--- src/rtl/core/lpd_pkg.sv ---
// Shared types and constants for the length-prefixed deframer.
// Used by lpd_step, lpd_out_reg and length_prefixed_deframer_unit; no dependencies.
`default_nettype none

package lpd_pkg;

  localparam int unsigned PrefixBytesDefault = 4;
  localparam int unsigned ByteW              = 8;
  localparam int unsigned LenW               = 32;
  localparam int unsigned TypeW              = 2;

  // Header byte layout.
  localparam int unsigned HdrCompBit = 0;
  localparam int unsigned HdrTypeLsb = 1;

  typedef enum logic [2:0] {
    PhLength = 3'b001,
    PhHeader = 3'b010,
    PhBody   = 3'b100
  } phase_e;

  typedef struct packed {
    phase_e            phase;
    logic [LenW-1:0]   len;
    logic              comp;
    logic [TypeW-1:0]  ptype;
  } state_t;

  typedef struct packed {
    logic [ByteW-1:0]  payload_byte;
    logic              compressed_flag;
    logic [TypeW-1:0]  packet_type;
    logic              last_of_packet;
    logic              empty_packet;
    logic              bad_length;
  } result_t;

endpackage

`default_nettype wire

--- src/rtl/core/length_prefixed_deframer_unit.sv ---
// Top level of the length-prefixed deframer: input register, deframing state
// and result register. Depends on lpd_pkg, lpd_step and lpd_out_reg.
`default_nettype none

//   Channel | Direction | Handshake              | Payload
//   rx      | in        | rx_valid_i / rx_stall_o | rx_byte_i
//   out     | out       | out_valid_o / out_stall_i | payload_byte_o .. bad_length_o
//
// Each byte is held in the input register and is then processed in a single
// pass against the deframing state; a result, if any, is loaded into the
// output register once it has room, so one byte is taken every cycle while the
// result side keeps up. Reset returns the machine to collecting the first length
// byte. A stalled result holds the waiting byte only if that byte would itself
// produce a result; bytes that produce none still move through.

module length_prefixed_deframer_unit import lpd_pkg::*; #(
  parameter int unsigned PREFIX_BYTES = PrefixBytesDefault
) (
  input  wire logic             clk_i,
  input  wire logic             rst_ni,
  input  wire logic [ByteW-1:0] rx_byte_i,
  input  wire logic             rx_valid_i,
  output logic                  rx_stall_o,
  output logic [ByteW-1:0]      payload_byte_o,
  output logic                  compressed_flag_o,
  output logic [TypeW-1:0]      packet_type_o,
  output logic                  last_of_packet_o,
  output logic                  empty_packet_o,
  output logic                  bad_length_o,
  output logic                  out_valid_o,
  input  wire logic             out_stall_i
);

  localparam int unsigned CntW = (PREFIX_BYTES > 1) ? $clog2(PREFIX_BYTES) : 1;

  // Input register: one received byte awaiting processing.
  logic [ByteW-1:0] in_byte_q;
  logic             in_vld_q, in_vld_d;

  // Deframing state.
  state_t          st_q, st_d;
  logic [CntW-1:0] cnt_q, cnt_d;

  logic    res_vld;
  result_t res;
  result_t res_out;
  logic    out_free;
  logic    advance;
  logic    rx_take;

  lpd_step #(
    .PREFIX_BYTES (PREFIX_BYTES),
    .CntW         (CntW)
  ) u_step (
    .byte_i    (in_byte_q),
    .st_i      (st_q),
    .cnt_i     (cnt_q),
    .st_o      (st_d),
    .cnt_o     (cnt_d),
    .res_vld_o (res_vld),
    .res_o     (res)
  );

  // The held byte moves on when it produces no result or the output has room.
  assign advance    = in_vld_q && (!res_vld || out_free);
  assign rx_stall_o = in_vld_q && !advance;
  assign rx_take    = rx_valid_i && !rx_stall_o;
  assign in_vld_d   = rx_take || (in_vld_q && !advance);

  always_ff @(posedge clk_i or negedge rst_ni) begin
    if (!rst_ni) begin
      in_vld_q <= 1'b0;
      st_q     <= '{phase: PhLength, len: '0, comp: 1'b0, ptype: '0};
      cnt_q    <= '0;
    end else begin
      in_vld_q <= in_vld_d;
      if (advance) begin
        st_q  <= st_d;
        cnt_q <= cnt_d;
      end
    end
  end

  always_ff @(posedge clk_i) begin
    if (rx_take) begin
      in_byte_q <= rx_byte_i;
    end
  end

  lpd_out_reg u_out (
    .clk_i   (clk_i),
    .rst_ni  (rst_ni),
    .load_i  (advance && res_vld),
    .res_i   (res),
    .free_o  (out_free),
    .valid_o (out_valid_o),
    .stall_i (out_stall_i),
    .res_o   (res_out)
  );

  assign payload_byte_o    = res_out.payload_byte;
  assign compressed_flag_o = res_out.compressed_flag;
  assign packet_type_o     = res_out.packet_type;
  assign last_of_packet_o  = res_out.last_of_packet;
  assign empty_packet_o    = res_out.empty_packet;
  assign bad_length_o      = res_out.bad_length;

endmodule

`default_nettype wire

--- src/rtl/core/lpd_step.sv ---
// Combinational next-state and result logic for one received byte.
// Depends on lpd_pkg.
`default_nettype none

module lpd_step import lpd_pkg::*; #(
  parameter int unsigned PREFIX_BYTES = PrefixBytesDefault,
  parameter int unsigned CntW = (PREFIX_BYTES > 1) ? $clog2(PREFIX_BYTES) : 1
) (
  input  wire logic [ByteW-1:0] byte_i,
  input  wire state_t           st_i,
  input  wire logic [CntW-1:0]  cnt_i,
  output state_t                st_o,
  output logic      [CntW-1:0]  cnt_o,
  output logic                  res_vld_o,
  output result_t               res_o
);

  localparam logic [CntW-1:0] CntLast = CntW'(PREFIX_BYTES - 1);

  logic [LenW-1:0] base;
  logic [LenW-1:0] shifted;
  logic            body_last;

  always_comb begin
    base      = (cnt_i == '0) ? '0 : st_i.len;
    shifted   = {base[LenW-ByteW-1:0], byte_i};
    body_last = (st_i.len <= LenW'(1));

    st_o      = st_i;
    cnt_o     = cnt_i;
    res_vld_o = 1'b0;
    res_o     = '0;

    unique case (st_i.phase)
      PhHeader: begin
        st_o.comp  = byte_i[HdrCompBit];
        st_o.ptype = byte_i[HdrTypeLsb +: TypeW];
        if (st_i.len == '0) begin
          res_vld_o             = 1'b1;
          res_o.compressed_flag = byte_i[HdrCompBit];
          res_o.packet_type     = byte_i[HdrTypeLsb +: TypeW];
          res_o.last_of_packet  = 1'b1;
          res_o.empty_packet    = 1'b1;
          st_o.phase            = PhLength;
          cnt_o                 = '0;
        end else begin
          st_o.phase = PhBody;
        end
      end
      PhBody: begin
        res_vld_o             = 1'b1;
        res_o.payload_byte    = byte_i;
        res_o.compressed_flag = st_i.comp;
        res_o.packet_type     = st_i.ptype;
        res_o.last_of_packet  = body_last;
        if (st_i.len != '0) begin
          st_o.len = st_i.len - LenW'(1);
        end
        if (body_last) begin
          st_o.phase = PhLength;
          cnt_o      = '0;
        end
      end
      default: begin
        // Length collection; an illegal phase code is treated the same way.
        st_o.phase = PhLength;
        if (cnt_i == CntLast) begin
          cnt_o = '0;
          if (shifted == '0) begin
            res_vld_o        = 1'b1;
            res_o.bad_length = 1'b1;
            st_o.len         = shifted;
          end else begin
            st_o.len   = shifted - LenW'(1);
            st_o.phase = PhHeader;
          end
        end else begin
          st_o.len = shifted;
          cnt_o    = cnt_i + CntW'(1);
        end
      end
    endcase
  end

endmodule

`default_nettype wire

--- src/rtl/core/lpd_out_reg.sv ---
// Output result register with valid/stall handshake.
// Depends on lpd_pkg.
`default_nettype none

module lpd_out_reg import lpd_pkg::*; (
  input  wire logic    clk_i,
  input  wire logic    rst_ni,
  input  wire logic    load_i,
  input  wire result_t res_i,
  output logic         free_o,
  output logic         valid_o,
  input  wire logic    stall_i,
  output result_t      res_o
);

  logic    vld_q, vld_d;
  result_t res_q;

  assign free_o  = !vld_q || !stall_i;
  assign vld_d   = load_i || (vld_q && stall_i);
  assign valid_o = vld_q;
  assign res_o   = res_q;

  always_ff @(posedge clk_i or negedge rst_ni) begin
    if (!rst_ni) begin
      vld_q <= 1'b0;
    end else begin
      vld_q <= vld_d;
    end
  end

  always_ff @(posedge clk_i) begin
    if (load_i) begin
      res_q <= res_i;
    end
  end

endmodule

`default_nettype wire
--- config.mk ---
export PLATFORM = sky130hd
export DESIGN_NAME = length_prefixed_deframer_unit
export DESIGN_NICKNAME = d
export VERILOG_FILES = /design/src/rtl/core/lpd_pkg.sv /design/src/rtl/core/length_prefixed_deframer_unit.sv /design/src/rtl/core/lpd_step.sv /design/src/rtl/core/lpd_out_reg.sv
export SDC_FILE = /design/constraint.sdc
export NUM_CORES = 1
export LEC_CHECK = 0
export BUFFER_PORTS_ARGS = -buffer_cell sky130_fd_sc_hd__buf_4
export CAP_MARGIN = 25
export CORE_MARGIN = 2
export CORE_UTILIZATION = 40
export DETAILED_ROUTE_END_ITERATION = 10
export PLACE_DENSITY = 0.65
export SLEW_MARGIN = 20
export SYNTH_ARGS = -nofsm -noshare
export SYNTH_HDL_FRONTEND = slang
export SYNTH_SLANG_ARGS = --single-unit
--- constraint.sdc ---
create_clock -name clk_i -period 5.58 [get_ports clk_i]
set_input_delay 0.558 -clock clk_i [delete_from_list [all_inputs] [get_ports clk_i]]
set_output_delay 0.558 -clock clk_i [all_outputs]
set_load 0.01 [all_outputs]
After elaboration in Yosys (flattened, before gate mapping). Index checks and enable logic that the tools add are counted.

Register bits: 64. Input port bits: 12. Word-level logic and storage cells: 68.

Add/sub/neg operators: 3. Order comparisons: 1. Equality and inequality tests: 6. Mux-type cells: 20. Bitwise gates (word level): 1. Reductions and logical operators: 23.

Operators with widths (number): $mux W32 (3); $logic_not A32 Y1 (2); $pmux W32 S2 (1); $sub A32 B1 Y32 const B (2); $le A32 B1 Y1 const B (1); $reduce_bool A32 Y1 (1); $mux W24 (1); $mux W2 (5); $pmux W4 S2 (1); $mux W3 (2); $ne A2 B1 Y1 const B (3); $pmux W3 S2 (1); $reduce_and A3 Y1 (2); $logic_and A1 B1 Y1 (5); $logic_not A1 Y1 (5); $mux W5 (1); $logic_or A1 B1 Y1 (4); $pmux W2 S2 (1); $reduce_and A2 Y1 (2); $eq A3 B2 Y1 const B (1); $eq A3 B3 Y1 const B (1); $mux W1 (3); $add A2 B1 Y2 const B (1); $eq A2 B2 Y1 const B (1); 4 further kinds (4).

Logic depth before layout (Yosys ltp).
Depth in word-level cells: 14. Mapped depth: 11. Mapped depth without buffers: 9.

Hierarchy. From an unflattened synthesis, not the netlist that was laid out.

Cells, all modules: 524. Area total of the unflattened synthesis: 4802.1 sq um.

Modules (own cells, without submodules): lpd_step (instances 1, cells each 406, area each 2529.9 sq um, seq. area each 0.0 sq um); length_prefixed_deframer_unit (instances 1, cells each 101, area each 1815.5 sq um, seq. area each 1267.5 sq um); lpd_out_reg (instances 1, cells each 17, area each 456.7 sq um, seq. area each 445.4 sq um).

Least setup slack after synthesis. Ideal clock, no wire load.

Path kind: reg-to-reg. From: reg st_q[14] (netlist bit). To: reg u_out.res_q, in the netlist u_out.res_o[0], enable pin. Setup time: 0.390 ns. Data arrival time: 2.627 ns. Data required time: 5.190 ns. Slack: 2.563 ns. Stages on the path, launching flop included: 9. Clock period less this slack: 3.017 ns. Path through: dfrtp_1 clkbuf_1 nor4_1 and3_1 buf_2 a21oi_2 o31ai_4 o21ai_1 a21oi_1.

Longest elaborated chain between the ends: 9.

Ends and longest elaborated chain: start: declaration (RTL line length_prefixed_deframer_unit.sv:41) `state_t st_q, st_d;`; start signal: assignment (RTL line length_prefixed_deframer_unit.sv:73) `st_q <= '{phase: PhLength, len: '0, comp: 1'b0, ptype: '0};`; start signal: assignment (RTL line length_prefixed_deframer_unit.sv:78) `st_q <= st_d;`; $mux W24 (RTL line lpd_step.sv:25) `base = (cnt_i == '0) ? '0 : st_i.len;`; $logic_not A32 Y1 (RTL line lpd_step.sv:69) `if (shifted == '0) begin`; $mux W1 (RTL line lpd_step.sv:69); $mux W1 (RTL line lpd_step.sv:67) `if (cnt_i == CntLast) begin`; $pmux W1 S2 * (RTL line lpd_step.sv:34) `unique case (st_i.phase)`; $logic_not A1 Y1 (RTL line length_prefixed_deframer_unit.sv:65) `assign advance = in_vld_q && (!res_vld || out_free);`; $logic_or A1 B1 Y1 (RTL line length_prefixed_deframer_unit.sv:65); $logic_and A1 B1 Y1 (RTL line length_prefixed_deframer_unit.sv:65); $logic_and A1 B1 Y1 * (RTL line length_prefixed_deframer_unit.sv:93) `.load_i (advance && res_vld),`; via u_out.load_i (RTL line lpd_out_reg.sv:8) `input wire logic load_i,`; end signal: assignment (RTL line lpd_out_reg.sv:34) `res_q <= res_i;`; end: declaration (RTL line lpd_out_reg.sv:17) `result_t res_q;`.

Mark *: on every way through the listed nets, which the timed path passes. The rest lies on a longest branch. A chain may end at the register's enable or synchronous reset.

Final worst setup path.
From: reg st_q[16] (netlist bit). To: out rx_stall_o.

Longest elaborated chain between the ends: 10.

Ends and longest elaborated chain: $mux W24 (RTL line lpd_step.sv:25); $logic_not A32 Y1 (RTL line lpd_step.sv:69); $mux W1 (RTL line lpd_step.sv:69); $mux W1 (RTL line lpd_step.sv:67); $pmux W1 S2 * (RTL line lpd_step.sv:34); $logic_not A1 Y1 * (RTL line length_prefixed_deframer_unit.sv:65); $logic_or A1 B1 Y1 * (RTL line length_prefixed_deframer_unit.sv:65); $logic_and A1 B1 Y1 * (RTL line length_prefixed_deframer_unit.sv:65); $logic_not A1 Y1 * (RTL line length_prefixed_deframer_unit.sv:66) `assign rx_stall_o = in_vld_q && !advance;`; $logic_and A1 B1 Y1 * (RTL line length_prefixed_deframer_unit.sv:66); end: declaration (RTL line length_prefixed_deframer_unit.sv:23) `output logic rx_stall_o,`.

Every way passes the cells marked *; elsewhere a longest branch is shown, timed or not.

==> run_results.csv <==
group,metric,value,unit
global_route,grt_pass1_wl,20320,um
detailed_routing,viasPerCell,6.318,
timing,skew,0.01201,ns
detailed_routing,routed-via-count,4252,
worst_setup_path,worst_setup_path_start_kind,"register",
worst_setup_path,criticalPathCategory,"reg2out",
detailed_routing,antenna_left,0,
clocking,post_cts_resized,0,
timing,worst_pin_slew,1.049,ns
timing,fmax,0.2558,GHz
worst_setup_path,ff2ff_path_depth,8,
clocking,insertion_delay,0.36,ns
cells_and_area,multi_input_area,2500,um^2
yosys,syn_avg_cell_area,8.471,um^2
timing,final-hold-violation-count,0,
die,die_area,11930,um^2
die,die_w,109.2,um
cells_and_area,layout_commonest_cell,"o21ai_0",
detailed_routing,drt-total-wl,12540,um
clocking,post_cts_buffers,0,
global_route,grt_busiest_layer,"met2",
clocking,clk_pin_slew,0.08,ns
clocking,cts_tree,"done",
worst_setup_path,cp.arrival,3.35,ns
pwr,p_leak,1.780,nW
cells_and_area,fillers,1087,
global_route,grt_pass1_vias,3907,
die,start_util,0.4087,
die,core,10840,um^2
worst_setup_path,cp_max_fo,12,
die,pin_count,28,
die,die_h,109.2,um
clocking,cts_buffers,9,
global_route,antenna_found_initial,0,
worst_setup_path,worstReg2RegEnd,"st_q[29]",
yosys,yosysWarnings,0,
global_route,grt.total_usage,0.2201,
clocking,cts_hold_buf,0,
global_route,grt_overflow,0,
hold_path,min_path_type,"in2async",
clocking,htreeDepth,3,
detailed_routing,wl_per_cell,18.64,um
yosys,synthesis.nets,542,
worst_setup_path,worstSetupStartpoint,"st_q[16]",
timing,setup_tns,0,ns
die,rows,38,
detailed_routing,drtPass1Iterations,5,
worst_setup_path,reg2reg_from,"st_q[6]",
global_route,use_met3,0.03766,
global_route,grt_max_degree,59,
global_route,gr-usage-met1,0.2954,
yosys,netlist_area,4430,um^2
timing,maxSlewViolCount,0,
pwr,power-per-cell-area,377.4,nW/um^2
timing,post-route-period-util,0.7007,
placed_design,gp_congestion,0.8898,
pwr,power,0.001842,W
clocking,clockRootBuffer,"clkbuf_8",
run,max_cap_viol_count,0,
yosys,netlist_instances,523,
cells_and_area,layout.cells.most_common_list,"63 x o21ai_0, 49 x nor2_1, 43 x nand2_1, 41 x dfrtp_1, 39 x a21oi_1",
yosys,ys_types,76,
timing,setup_viol,0,
cells_and_area,nets,547,
detailed_routing,drcViolationCount,0,
yosys,synth_seq_area_share,0.3866,
yosys,ys_ff_latch,64,
global_route,met2_usage,0.3523,
worst_setup_path,worst_setup_path_end_kind,"output port",
timing,fin_crit,3.910,ns
worst_setup_path,worstPathRequired,5.02,ns
cells_and_area,regArea,1713,um^2
placed_design,hpwl,8507,um
worst_setup_path,reg2reg_slack,2.04,ns
clocking,numClockSinks,64,
pwr,ir_drop,125.7,uV
timing,slew_headroom,0.2979,
yosys,async_flop_share,0.6563,
yosys,ys.flop_type,"dfrtp_1",
yosys,synth-edff-count,22,
detailed_routing,drt-initial-drc-count,509,
clocking,clockBufferDepth,2,
cells_and_area,drive_gt1_frac,0.1463,
cells_and_area,num_antenna_cells,0,
cells_and_area,syn2layout_area_growth,10.17,%
timing,rsz0062_at_grt,"no",
placed_design,portBuffers,27,
outcome,status,"completed",
cell families (layout without fill, tap and decap cells):
| family | after synthesis | in the layout | synth area share |
|---|---|---|---|
| compound gates | 187 | 187 | 0.2745 |
| xor+xnor | 9 | 9 | 0.01779 |
| fa+ha+maj | 7 | 7 | 0.01977 |
| buf+inv | 50 | 60 | 0.05112 |
| flops | 64 | 64 | 0.3866 |
| mux | 9 | 9 | 0.02174 |
| simple gates | 197 | 197 | 0.2285 |
cells in the mapped netlist (all sizes together), types with 4 or more instances:
master / number / share of area
nand3: 15 / 0.017
dfrtp: 41 / 0.23
inv: 11 / 0.0093
o31ai: 7 / 0.015
clkbuf: 24 / 0.020
o22ai: 5 / 0.0071
a22o: 7 / 0.014
nand2: 43 / 0.036
edfxtp: 22 / 0.15
nor2: 49 / 0.042
or3: 6 / 0.0085
a21oi: 41 / 0.047
mux2i: 4 / 0.0090
and2: 10 / 0.015
or4: 5 / 0.010
nand4: 6 / 0.0085
mux2: 5 / 0.013
o21ai: 67 / 0.077
o211ai: 6 / 0.011
nor3: 30 / 0.035
xnor2: 7 / 0.014
ha: 7 / 0.020
nor4: 14 / 0.025
buf: 15 / 0.021
a31oi: 17 / 0.027
where the power goes:
group          internal (W)  switching (W)  leakage (nW)
Clock              0.000208       0.000203        0.0851
Combinational      0.000250       0.000429         0.963
Sequential         0.000591       0.000162         0.732
final cells by class:
type,instances,share of cell area
Sequential cell,64,0.3509
Clock buffer,10,0.02615
Tap cell,140,0.03589
Clock inverter,6,0.01410
Timing Repair Buffer,33,0.05229
Multi-Input combinational cell,409,0.5122
Inverter,11,0.008459
worst max path at each step:
stage                                 end  slack, ns
after floorplan            u_out.res_o[0]       2.56
after global placement    u_out.res_o[10]       1.94
after detailed placement       rx_stall_o       2.13
after CTS                      rx_stall_o       1.72
after global routing           rx_stall_o       1.49
final                          rx_stall_o       1.67
per-layer routing:
metal,wire [um],vias up
met1,5164,2046
met2,6118,195
li1,-,1984
met4,313,0
met5,0,-
met3,946,27
stage by stage:
| step | std cells | instance area (um^2) | hold WS [ns] | util | worst slack [ns] |
|---|---|---|---|---|---|
| 3_3_place_gp | 656 | 4666 | 0.4910 | 0.4304 | 1.935 |
| 2_1_floorplan | 523 | 4431 | 0.2624 | - | 2.563 |
| 4_1_cts | 673 | 4881 | 0.2115 | 0.4503 | 1.718 |
| 6_report | 673 | 4881 | 0.1942 | 0.4503 | 1.670 |
| 5_1_grt | 673 | 4881 | 0.2282 | 0.4503 | 1.487 |
| 3_5_place_dp | 657 | 4684 | 0.4950 | 0.4321 | 2.134 |
worst max-delay path, stage by stage (launching register included):
cell and delay, ns:
dfrtp_1 0.43, nor4_1 0.61, nand3_1 0.56, nor2_1 0.34
and4_1 0.40, o21ai_1 0.16, or2_2 0.33, inv_1 0.06
buf_4 0.11
state kept, by name (all words and copies together) (netlist names):
register and cells:
in_byte_q 8, st_q 38, u_out.res_o 14, u_out.valid_o 1, cnt_q 2, in_vld_q 1
No activity file was read; power rests on OpenSTA's default activity.
